--- config.mk ---
export PLATFORM = sky130hd
export DESIGN_NAME = cluster_can_frame_builder_core
export DESIGN_NICKNAME = d
export VERILOG_FILES = /design/src/rtl/core/ccfb_pkg.sv /design/src/rtl/core/ccfb_front.sv /design/src/rtl/core/ccfb_queue.sv /design/src/rtl/core/ccfb_crc_back.sv /design/src/rtl/core/cluster_can_frame_builder_core.sv
export SDC_FILE = /design/constraint.sdc
export NUM_CORES = 2
export LEC_CHECK = 0
export ABC_AREA = 1
export ABC_CLOCK_PERIOD_IN_PS = 26900
export BUFFER_PORTS_ARGS = -buffer_cell sky130_fd_sc_hd__clkbuf_2
export CAP_MARGIN = 20
export CORE_ASPECT_RATIO = 0.5
export CORE_MARGIN = 5
export CORE_UTILIZATION = 60
export DETAILED_ROUTE_END_ITERATION = 7
export PLACE_DENSITY = 0.74
export SYNTH_ARGS = -nofsm -noshare
export SYNTH_HDL_FRONTEND = slang
export SYNTH_HIERARCHICAL = 1
export SYNTH_SLANG_ARGS = --single-unit
--- constraint.sdc ---
create_clock -name clk -period 26.9 [get_ports clk]
set_input_delay 1.345 -clock clk [delete_from_list [all_inputs] [get_ports clk]]
set_output_delay 1.345 -clock clk [all_outputs]
set_load 0.1 [all_outputs]
--- src/rtl/core/ccfb_pkg.sv ---
// ----------------------------------------------------------------------------
// ccfb_pkg
// Types and constants shared by the dashboard CAN frame builder.
// ----------------------------------------------------------------------------
package ccfb_pkg;

	localparam int CCFB_QUEUE_DEPTH = 2;
	localparam int CRC_STAGES       = 7;
	localparam int IN_TDATA_W       = 56;
	localparam int OUT_TDATA_W      = 80;
	localparam int CFG_INDEX_W      = 2;
	localparam int CFG_DATA_W       = 8;

	localparam logic [CFG_INDEX_W-1:0] CFG_ROLLING_COUNT = 2'd0;
	localparam logic [CFG_INDEX_W-1:0] CFG_CRC_POLY      = 2'd1;
	localparam logic [7:0]             CRC_POLY_RESET    = 8'h1D;

	typedef enum logic [3:0] {
		CMD_IGNITION   = 4'd0,
		CMD_SPEED      = 4'd1,
		CMD_RPM        = 4'd2,
		CMD_BLINKERS   = 4'd3,
		CMD_BRIGHTNESS = 4'd4,
		CMD_FUEL       = 4'd5,
		CMD_LIGHTS     = 4'd6,
		CMD_PRESS      = 4'd7,
		CMD_RELEASE    = 4'd8,
		CMD_ACC        = 4'd9
	} cmd_t;

	// frame identifiers
	localparam logic [10:0] ID_IGNITION   = 11'h12F;
	localparam logic [10:0] ID_SPEED      = 11'h1A1;
	localparam logic [10:0] ID_RPM        = 11'h0F3;
	localparam logic [10:0] ID_BLINKERS   = 11'h1F6;
	localparam logic [10:0] ID_BRIGHTNESS = 11'h202;
	localparam logic [10:0] ID_FUEL       = 11'h349;
	localparam logic [10:0] ID_LIGHTS     = 11'h21A;
	localparam logic [10:0] ID_BUTTON     = 11'h1EE;
	localparam logic [10:0] ID_ACC        = 11'h33B;

	// CRC final XOR per message
	localparam logic [7:0] XOR_IGNITION = 8'h44;
	localparam logic [7:0] XOR_SPEED    = 8'hA9;
	localparam logic [7:0] XOR_RPM      = 8'h7A;
	localparam logic [7:0] XOR_ACC      = 8'h6B;

	localparam logic [12:0] RPM_FULL = 13'd6900;
	localparam logic [6:0]  PCT_FULL = 7'd100;

	// reciprocal multipliers: x*43/6900 = (x*6691445)>>30,
	// x*253/100 = (x*10611832)>>22, x*19/100 = (x*796936)>>22, x/100 = (x*41)>>12
	localparam logic [22:0] RPM_RECIP    = 23'd6691445;
	localparam int          RPM_SHIFT    = 30;
	localparam logic [23:0] BRIGHT_RECIP = 24'd10611832;
	localparam logic [19:0] FUEL_RECIP   = 20'd796936;
	localparam int          PCT_SHIFT    = 22;
	localparam logic [5:0]  SPEED_RECIP  = 6'd41;
	localparam int          SPEED_SHIFT  = 12;

	typedef struct packed {
		logic [63:0] payload;
		logic [3:0]  data_length;
		logic [10:0] frame_id;
	} frame_t;

	typedef struct packed {
		logic       crc_en;
		logic [7:0] crc_xor;
		frame_t     frame;
	} item_t;

endpackage

--- src/rtl/core/ccfb_front.sv ---
// ----------------------------------------------------------------------------
// ccfb_front
// Decodes a request, scales the readings and lays out the frame bytes.
// ----------------------------------------------------------------------------
module ccfb_front import ccfb_pkg::*; (
	input  logic                  clk,
	input  logic                  arst_n,
	input  logic                  accept,
	input  logic [IN_TDATA_W-1:0] s_tdata,
	input  logic [3:0]            rolling_count,
	output logic                  push,
	output item_t                 push_item
);

	logic [3:0]  cmd_raw;
	logic [9:0]  road_speed;
	logic [12:0] engine_rpm;
	logic [3:0]  gear_code;
	logic        left_blink, right_blink;
	logic [6:0]  brightness_pct, fuel_pct;
	logic        main_beam, high_beam, rear_fog, front_fog;

	logic [3:0]  acc_counter_q;
	logic [4:0]  acc_sum;

	logic [12:0] rpm_sat;
	logic [35:0] rpm_prod;
	logic [6:0]  bright_sat, fuel_sat;
	logic [30:0] bright_prod;
	logic [26:0] fuel_prod;
	logic [15:0] speed_prod;
	logic [15:0] speed_word;
	logic [7:0]  gear_byte;
	logic        known;
	logic [7:0]  d [8];

	assign cmd_raw        = s_tdata[3:0];
	assign road_speed     = s_tdata[13:4];
	assign engine_rpm     = s_tdata[26:14];
	assign gear_code      = s_tdata[30:27];
	assign left_blink     = s_tdata[31];
	assign right_blink    = s_tdata[32];
	assign brightness_pct = s_tdata[39:33];
	assign fuel_pct       = s_tdata[46:40];
	assign main_beam      = s_tdata[47];
	assign high_beam      = s_tdata[48];
	assign rear_fog       = s_tdata[49];
	assign front_fog      = s_tdata[50];

	assign rpm_sat    = (engine_rpm > RPM_FULL) ? RPM_FULL : engine_rpm;
	assign bright_sat = (brightness_pct > PCT_FULL) ? PCT_FULL : brightness_pct;
	assign fuel_sat   = (fuel_pct > PCT_FULL) ? PCT_FULL : fuel_pct;

	assign rpm_prod    = {23'd0, rpm_sat} * {13'd0, RPM_RECIP};
	assign bright_prod = {24'd0, bright_sat} * {7'd0, BRIGHT_RECIP};
	assign fuel_prod   = {20'd0, fuel_sat} * {7'd0, FUEL_RECIP};
	assign speed_prod  = {6'd0, road_speed} * {10'd0, SPEED_RECIP};
	// speed*64 + speed/100 stays below 2^16
	assign speed_word  = {road_speed, 6'd0} + {12'd0, speed_prod[15:SPEED_SHIFT]};

	always_comb begin
		priority if (gear_code >= 4'd1 && gear_code <= 4'd9) gear_byte = {4'd0, gear_code} + 8'd4;
		else if (gear_code == 4'd11) gear_byte = 8'd2;
		else if (gear_code == 4'd12) gear_byte = 8'd1;
		else gear_byte = 8'd0;
	end

	always_comb begin
		for (int i = 0; i < 8; i++) d[i] = 8'h00;
		known                       = 1'b1;
		push_item.crc_en            = 1'b0;
		push_item.crc_xor           = 8'h00;
		push_item.frame.frame_id    = ID_BUTTON;
		push_item.frame.data_length = 4'd2;
		unique case (cmd_raw)
			CMD_IGNITION: begin
				push_item.frame.frame_id    = ID_IGNITION;
				push_item.frame.data_length = 4'd8;
				push_item.crc_en            = 1'b1;
				push_item.crc_xor           = XOR_IGNITION;
				d[1] = {4'h8, rolling_count};
				d[2] = 8'h8A; d[3] = 8'hDD; d[4] = 8'hF1;
				d[5] = 8'h01; d[6] = 8'h30; d[7] = 8'h06;
			end
			CMD_SPEED: begin
				push_item.frame.frame_id    = ID_SPEED;
				push_item.frame.data_length = 4'd5;
				push_item.crc_en            = 1'b1;
				push_item.crc_xor           = XOR_SPEED;
				d[1] = {4'hC, rolling_count};
				d[2] = speed_word[7:0];
				d[3] = speed_word[15:8];
				d[4] = (road_speed == 10'd0) ? 8'h81 : 8'h91;
			end
			CMD_RPM: begin
				push_item.frame.frame_id    = ID_RPM;
				push_item.frame.data_length = 4'd8;
				push_item.crc_en            = 1'b1;
				push_item.crc_xor           = XOR_RPM;
				d[1] = {4'h6, rolling_count};
				d[2] = {2'd0, rpm_prod[35:RPM_SHIFT]};
				d[3] = 8'hC0; d[4] = 8'hF0; d[5] = gear_byte;
				d[6] = 8'hFF; d[7] = 8'hFF;
			end
			CMD_BLINKERS: begin
				push_item.frame.frame_id = ID_BLINKERS;
				d[0] = (!left_blink && !right_blink) ? 8'h80 :
				       {2'b10, right_blink, left_blink, 4'h1};
				d[1] = 8'hF0;
			end
			CMD_BRIGHTNESS: begin
				push_item.frame.frame_id = ID_BRIGHTNESS;
				d[0] = bright_prod[29:PCT_SHIFT];
				d[1] = 8'hFF;
			end
			CMD_FUEL: begin
				push_item.frame.frame_id    = ID_FUEL;
				push_item.frame.data_length = 4'd5;
				d[3] = 8'd22 - {3'd0, fuel_prod[26:PCT_SHIFT]};
			end
			CMD_LIGHTS: begin
				push_item.frame.frame_id    = ID_LIGHTS;
				push_item.frame.data_length = 4'd3;
				d[0] = {1'b0, rear_fog, front_fog, 2'b00, main_beam, high_beam, 1'b0};
				d[1] = 8'hC0; d[2] = 8'hF7;
			end
			CMD_PRESS: begin
				d[0] = 8'h40; d[1] = 8'hFF;
			end
			CMD_RELEASE: begin
				d[1] = 8'hFF;
			end
			CMD_ACC: begin
				push_item.frame.frame_id    = ID_ACC;
				push_item.frame.data_length = 4'd6;
				push_item.crc_en            = 1'b1;
				push_item.crc_xor           = XOR_ACC;
				d[1] = {4'hF, acc_counter_q};
				d[2] = 8'h5C; d[3] = 8'h70;
			end
			default: known = 1'b0;
		endcase
		for (int i = 0; i < 8; i++) push_item.frame.payload[8*i +: 8] = d[i];
	end

	assign push = accept && known;

	// acc counter steps by 4 modulo 15
	assign acc_sum = {1'b0, acc_counter_q} + 5'd4;

	always_ff @(posedge clk or negedge arst_n) begin
		if (!arst_n) begin
			acc_counter_q <= 4'd0;
		end else if (accept && cmd_raw == CMD_ACC) begin
			acc_counter_q <= (acc_sum >= 5'd15) ? 4'(acc_sum - 5'd15) : acc_sum[3:0];
		end
	end

endmodule

--- src/rtl/core/ccfb_queue.sv ---
// ----------------------------------------------------------------------------
// ccfb_queue
// Small FIFO that decouples request decode from CRC and output.
// ----------------------------------------------------------------------------
module ccfb_queue import ccfb_pkg::*; #(
	parameter int DEPTH = CCFB_QUEUE_DEPTH
) (
	input  logic  clk,
	input  logic  arst_n,
	input  logic  push,
	input  item_t push_item,
	input  logic  pop,
	output item_t head_item,
	output logic  empty,
	output logic  full
);

	localparam int PTR_W = $clog2(DEPTH);
	localparam int CNT_W = $clog2(DEPTH + 1);

	item_t              mem_q [DEPTH];
	logic [PTR_W-1:0]   wr_ptr_q, rd_ptr_q;
	logic [CNT_W-1:0]   count_q;
	logic               do_push, do_pop;

	assign empty     = (count_q == '0);
	assign full      = (count_q == CNT_W'(DEPTH));
	assign do_push   = push && !full;
	assign do_pop    = pop && !empty;
	assign head_item = mem_q[rd_ptr_q];

	always_ff @(posedge clk) begin
		if (do_push) begin
			mem_q[wr_ptr_q] <= push_item;
		end
	end

	always_ff @(posedge clk or negedge arst_n) begin
		if (!arst_n) begin
			wr_ptr_q <= '0;
			rd_ptr_q <= '0;
			count_q  <= '0;
		end else begin
			if (do_push) begin
				wr_ptr_q <= (wr_ptr_q == PTR_W'(DEPTH - 1)) ? '0 : wr_ptr_q + 1'b1;
			end
			if (do_pop) begin
				rd_ptr_q <= (rd_ptr_q == PTR_W'(DEPTH - 1)) ? '0 : rd_ptr_q + 1'b1;
			end
			unique case ({do_push, do_pop})
				2'b10:   count_q <= count_q + 1'b1;
				2'b01:   count_q <= count_q - 1'b1;
				default: count_q <= count_q;
			endcase
		end
	end

endmodule

--- src/rtl/core/ccfb_crc_back.sv ---
// ----------------------------------------------------------------------------
// ccfb_crc_back
// CRC8 pipeline, one payload byte per stage, and the output register.
// ----------------------------------------------------------------------------
module ccfb_crc_back import ccfb_pkg::*; (
	input  logic                   clk,
	input  logic                   arst_n,
	input  logic [7:0]             crc_poly,
	input  logic                   head_valid,
	input  item_t                  head_item,
	output logic                   pop,
	output logic                   m_tvalid,
	input  logic                   m_tready,
	output logic [OUT_TDATA_W-1:0] m_tdata
);

	function automatic logic [7:0] crc_byte(input logic [7:0] crc_in,
	                                         input logic [7:0] data,
	                                         input logic [7:0] poly);
		logic [7:0] c;
		c = crc_in ^ data;
		for (int b = 0; b < 8; b++) begin
			c = c[7] ? ({c[6:0], 1'b0} ^ poly) : {c[6:0], 1'b0};
		end
		return c;
	endfunction

	logic [CRC_STAGES-1:0] stg_valid_s;
	item_t                 stg_item_s [CRC_STAGES];
	logic [7:0]            stg_crc_s  [CRC_STAGES];
	logic                  advance;
	logic                  out_valid_q;
	frame_t                out_q;

	// whole pipeline moves together unless the output is held
	assign advance = !out_valid_q || m_tready;
	assign pop     = advance && head_valid;

	for (genvar k = 0; k < CRC_STAGES; k++) begin : g_stage
		logic       in_valid;
		item_t      in_item;
		logic [7:0] in_crc;
		logic [7:0] nxt_crc;

		if (k == 0) begin : g_first
			assign in_valid = head_valid;
			assign in_item  = head_item;
			assign in_crc   = 8'hFF;
		end else begin : g_next
			assign in_valid = stg_valid_s[k-1];
			assign in_item  = stg_item_s[k-1];
			assign in_crc   = stg_crc_s[k-1];
		end

		// byte k+1 is covered when it lies inside the frame
		assign nxt_crc = (in_item.frame.data_length > 4'(k + 1)) ?
		                 crc_byte(in_crc, in_item.frame.payload[8*(k+1) +: 8], crc_poly) :
		                 in_crc;

		always_ff @(posedge clk or negedge arst_n) begin
			if (!arst_n) begin
				stg_valid_s[k] <= 1'b0;
			end else if (advance) begin
				stg_valid_s[k] <= in_valid;
			end
		end

		always_ff @(posedge clk) begin
			if (advance) begin
				stg_item_s[k] <= in_item;
				stg_crc_s[k]  <= nxt_crc;
			end
		end
	end

	always_ff @(posedge clk or negedge arst_n) begin
		if (!arst_n) begin
			out_valid_q <= 1'b0;
		end else if (advance) begin
			out_valid_q <= stg_valid_s[CRC_STAGES-1];
		end
	end

	always_ff @(posedge clk) begin
		if (advance) begin
			out_q <= stg_item_s[CRC_STAGES-1].frame;
			if (stg_item_s[CRC_STAGES-1].crc_en) begin
				out_q.payload[7:0] <= stg_crc_s[CRC_STAGES-1] ^
				                      stg_item_s[CRC_STAGES-1].crc_xor;
			end
		end
	end

	assign m_tvalid = out_valid_q;
	assign m_tdata  = {1'b0, out_q.payload, out_q.data_length, out_q.frame_id};

endmodule

--- src/rtl/core/cluster_can_frame_builder_core.sv ---
// ----------------------------------------------------------------------------
// cluster_can_frame_builder_core
// Dashboard CAN frame builder: request in, one CAN frame out.
// ----------------------------------------------------------------------------
// Usage:
//   s_* carries one request per transfer: a message selector and the current
//   readings. Each request with a known selector yields one frame on m_*:
//   identifier, data length and eight payload bytes. Unknown selectors are
//   taken and dropped. cfg_we/cfg_index/cfg_wdata write the rolling count
//   nibble and the CRC polynomial; write them only while the block is idle.
//   Path: a request enters the queue at its transfer edge, then passes the
//   seven CRC stages and the output register before it shows on m_tvalid.
//   Throughput: one request per cycle while m_tready is high, set by the
//   seven-stage CRC pipeline that handles one payload byte per stage.
//   Stalls: while m_tready is low the CRC pipeline and output register hold;
//   requests keep going into the queue until it is full, then s_tready drops.
//   Reset: queue and pipeline are emptied, the acc counter and rolling count
//   clear and the polynomial returns to 0x1D.
// ----------------------------------------------------------------------------
module cluster_can_frame_builder_core import ccfb_pkg::*; #(
	parameter int QUEUE_DEPTH = CCFB_QUEUE_DEPTH
) (
	input  logic                   clk,
	input  logic                   arst_n,
	input  logic                   s_tvalid,
	output logic                   s_tready,
	// command[3:0], road_speed[13:4], engine_rpm[26:14], gear_code[30:27],
	// left_blink[31], right_blink[32], brightness_pct[39:33], fuel_pct[46:40],
	// main_beam[47], high_beam[48], rear_fog[49], front_fog[50], zero pad
	input  logic [IN_TDATA_W-1:0]  s_tdata,
	output logic                   m_tvalid,
	input  logic                   m_tready,
	// frame_id[10:0], data_length[14:11], payload[78:15], zero pad
	output logic [OUT_TDATA_W-1:0] m_tdata,
	input  logic                   cfg_we,
	input  logic [CFG_INDEX_W-1:0] cfg_index,
	input  logic [CFG_DATA_W-1:0]  cfg_wdata
);

	logic [3:0] rolling_count_q;
	logic [7:0] crc_poly_q;
	logic       accept, push, pop, q_empty, q_full;
	item_t      push_item, head_item;

	always_ff @(posedge clk or negedge arst_n) begin
		if (!arst_n) begin
			rolling_count_q <= 4'd0;
			crc_poly_q      <= CRC_POLY_RESET;
		end else if (cfg_we) begin
			if (cfg_index == CFG_ROLLING_COUNT) rolling_count_q <= cfg_wdata[3:0];
			if (cfg_index == CFG_CRC_POLY)      crc_poly_q      <= cfg_wdata[7:0];
		end
	end

	assign s_tready = !q_full;
	assign accept   = s_tvalid && s_tready;

	ccfb_front u_front (
		.clk           (clk),
		.arst_n        (arst_n),
		.accept        (accept),
		.s_tdata       (s_tdata),
		.rolling_count (rolling_count_q),
		.push          (push),
		.push_item     (push_item)
	);

	ccfb_queue #(
		.DEPTH (QUEUE_DEPTH)
	) u_queue (
		.clk       (clk),
		.arst_n    (arst_n),
		.push      (push),
		.push_item (push_item),
		.pop       (pop),
		.head_item (head_item),
		.empty     (q_empty),
		.full      (q_full)
	);

	ccfb_crc_back u_back (
		.clk        (clk),
		.arst_n     (arst_n),
		.crc_poly   (crc_poly_q),
		.head_valid (!q_empty),
		.head_item  (head_item),
		.pop        (pop),
		.m_tvalid   (m_tvalid),
		.m_tready   (m_tready),
		.m_tdata    (m_tdata)
	);

endmodule
==> results by group <==
Die
  • Initial Utilization: 0.609
  • Core Rows: 75
  • Die span in x: 424 µm
  • I/O pin total: between 150 and 200
  • Total core area: 0.0843 mm²
  • Die area: ~0.092 mm²
  • Die span in y: 217 µm

Yosys
  • Largest family of logic cells by synthesized area: simple AND/OR/NAND/NOR gates
  • Commonest cells post-synth: nand2_1 (1,430), edfxtp_1 (927), inv_1 (562)
  • Xor/xnor share of the synthesized area: 0.0393
  • Asr flop ratio synth: 0.0293
  • Cells after synthesis: 4,900
  • Count leader, synth: nand2_1
  • Synth Area in Simple Gates: 0.201
  • Synthesis Warnings: 6
  • Synth cell types: between 60 and 70
  • Synthesized area: between 0.05 and 0.06 mm²
  • Yosys reg bits: between 900 and 1k
  • Yosys top cell area share: 0.543
  • Seq/Total Area, Yosys: 0.556
  • Post-synthesis mux area share: 0
  • Area contributors post-synth: edfxtp_1 (54%), nand2_1 (10%), ha_1 (6.7%), fa_1 (4.6%), nand3_1 (4.3%)
  • Post-synthesis adder-cell area fraction: 0.112
  • Syn avg cell area: about 10 µm²
  • Compound-gate portion of the synthesized area: 0.0285
  • Post-synth EDFFs: between 900 and 1k
  • Most used DFF post-synth: edfxtp_1
  • Synth area leader: edfxtp_1

Drt
  • WL per Instance: 17.8 µm
  • Total number of vias: 34.2k
  • Pre-antenna DRT Iters: 8
  • Starting DRT DRC Count: a little over 3k
  • # DRC: 0
  • Detailed-route wire length: 111,000 µm
  • Post-DR vias/cell: between 5 and 6
  • Antenna Nets Post-Route: 0

Hold path
  • WHS Endpoint: u_back/stg_item_s[6][39]
  • Worst Hold Class: register to register
  • Worst Hold Launch: u_back/stg_item_s[5][39]
  • Worst hold path depth: 0

GRT
  • Busiest grt layer: met2
  • Largest net degree at the start of global routing: 153
  • GR Util met2: 0.400
  • GR Util met1: 0.330
  • Vias in the first global route: 33.7k
  • GRT overflow: 0
  • GRT Total Usage: 0.241
  • Grt met3 use: 0.0358
  • Initial antenna violation count: 5
  • Global-route wire length before repair: between 150,000 and 200,000 µm

STA
  • Least-Margin Pin Slew: between 1000 and 1500 ps
  • RSZ-0062 raised after global routing: no
  • Setup Skew: between 30 and 40 ps
  • Finish-stage setup viols: 0
  • Slew margin rel.: 0.312
  • Period utilization: 0.242
  • Max Fclk: between 150 and 200 MHz
  • Setup tns final: 0 ps
  • Final Max Slew Viols: 0
  • Post-layout minimum cycle time: about 6500 ps
  • Fin Hold WS: 412 ps
  • Final Hold Fails: 0

Critical path
  • CP Data Required Time: 27,260 ps
  • R2R depth: 20
  • Reg2Reg Setup Slack: 21,930 ps
  • CP max stage delay: about 540 ps
  • Delay-heaviest family, CP: adder cells
  • Critical Path AT: about 6900 ps
  • RR Endpoint: u_back/stg_crc_s[4][5]
  • R2r startpoint: crc_poly_q[7]
  • Critical-path cell list: clkbuf_2 > nand2_1 > nor2_1 > o21ai_0 > a221oi_4 > nor2_1 > ha_1 > inv_1 > fa_1 > inv_1 > fa_1 > fa_1 > inv_1 > fa_1 > inv_1 > ha_1 > a21oi_1 > o21a_1 > o21ai_0 > a21boi_0 > nand2_1 > o21ai_0 > nand3_1
  • CP max FO: 8
  • Crit end category: register
  • Startpoint Class: input pin
  • Slowest-stage cell, CP: fa_1
  • Buf/Inv on CP: 5
  • Kind of critical path: input pin to register

Layout
  • Final design utilization: 0.662
  • Syn-to-layout area delta: 8.75%
  • Final net count: ~5.5k
  • Cell area after layout: approximately 0.056 mm²
  • Share of layout cells above drive strength 1: 0.111

Clock network
  • Resized cells post-CTS: 0
  • Clock root cell: clkbuf_16
  • Postcts setup bufs: 0
  • H-tree lvl count: 3
  • Clk sinks: 955
  • CTS buffer count: 85
  • Hold_buf cts: 0
  • Clock tree buffer depth: 3
  • CTS tree: done
  • Clk Latency, worst-skew pair: about 650 ps
  • Reg clk slew, reported paths: about 60 ps

Run
  • Max cap viols: 0

Placed design
  • Final RePlAce weighted congestion: 0.879
  • Hpwl dp: roughly 76,000 µm
  • Port buffer count: around 150
  • DP Area: 0.0529 mm²

Run status
  • Outcome: finished clean
flip-flops by register name, indices dropped and copies added (netlist names), 2 cells and up:
register / count
u_back/g_stage.in_valid: 6
u_back/m_tdata: 79
crc_poly_q: 8
u_queue/count_q: 2
u_front/acc_counter_q: 4
u_back/stg_item_s: 616
u_queue/mem_q: 176
rolling_count_q: 4
u_back/stg_crc_s: 56
placed cells by master, fill, tap and decap left out, types with 34 or more instances in the layout:
master / instances
inv_1: 560
clkbuf_2: 146
nand2_2: 69
o21ai_0: 99
xnor2_1: 116
nand4_1: 40
nand2_1: 1430
fa_1: 117
clkbuf_16: 86
nand3_1: 440
nor2_1: 204
a21oi_1: 80
ha_1: 274
xor2_1: 89
edfxtp_1: 927
buf_4: 34
nand3_2: 34
inv_2: 45
worst max path at each step:
| stage | from | endpoint | slack, ps | cells after the start |
|---|---|---|---|---|
| floorplan | m_tready | u_back/m_tdata[0] | 5660 | 2 |
| detailed placement | s_tdata[20] | u_queue/mem_q[0][31] | 19780 | 23 |
| global placement | s_tdata[24] | u_queue/mem_q[0][34] | 19930 | 26 |
| global route | s_tdata[20] | u_queue/mem_q[1][31] | 20010 | 23 |
| CTS | s_tdata[20] | u_queue/mem_q[1][31] | 20470 | 23 |
| finish | s_tdata[18] | u_queue/mem_q[1][31] | 20380 | 23 |
area by class of cell:
| class | count | area (µm²) |
|---|---|---|
| timing repair buffer | 181 | 1010 |
| clock inverter | 58 | 664 |
| fill | 6188 | 28500 |
| sequential | 955 | 28500 |
| tap | 1116 | 1400 |
| antenna | 3 | 7.51 |
| clock buffer | 100 | 2220 |
| inverter | 614 | 2320 |
| multi-input combinational | 3191 | 19600 |
per-stage QoR:
| step | std cells | setup WS [ps] |
|---|---|---|
| floorplan | 4906 | 5660 |
| finish | 6218 | 20380 |
| global route | 6217 | 20010 |
| CTS | 6214 | 20470 |
| global placement | 6056 | 19930 |
| detailed placement | 6056 | 19780 |
logic make-up after synthesis:
logic type | count (synthesis)
AND/OR/NAND/NOR | 2321
flip-flops | 955
buffers and inverters | 760
adder cells (fa/ha/maj) | 391
AO/OA/AOI/OAI | 256
XOR/XNOR | 215
other | 2
routing by layer:
metal | vias to the layer above | share of wire | wire (µm)
li1 | 16400 | - | -
met1 | 16400 | 0.42 | 46600
met2 | 1198 | 0.47 | 52300
met3 | 221 | 0.072 | 8010
met4 | 0 | 0.033 | 3680
met5 | - | 0 | 0
Power is left out: the tool's default activity adds up to more than one toggle a clock period on the data nets, which glitch-free logic cannot reach.
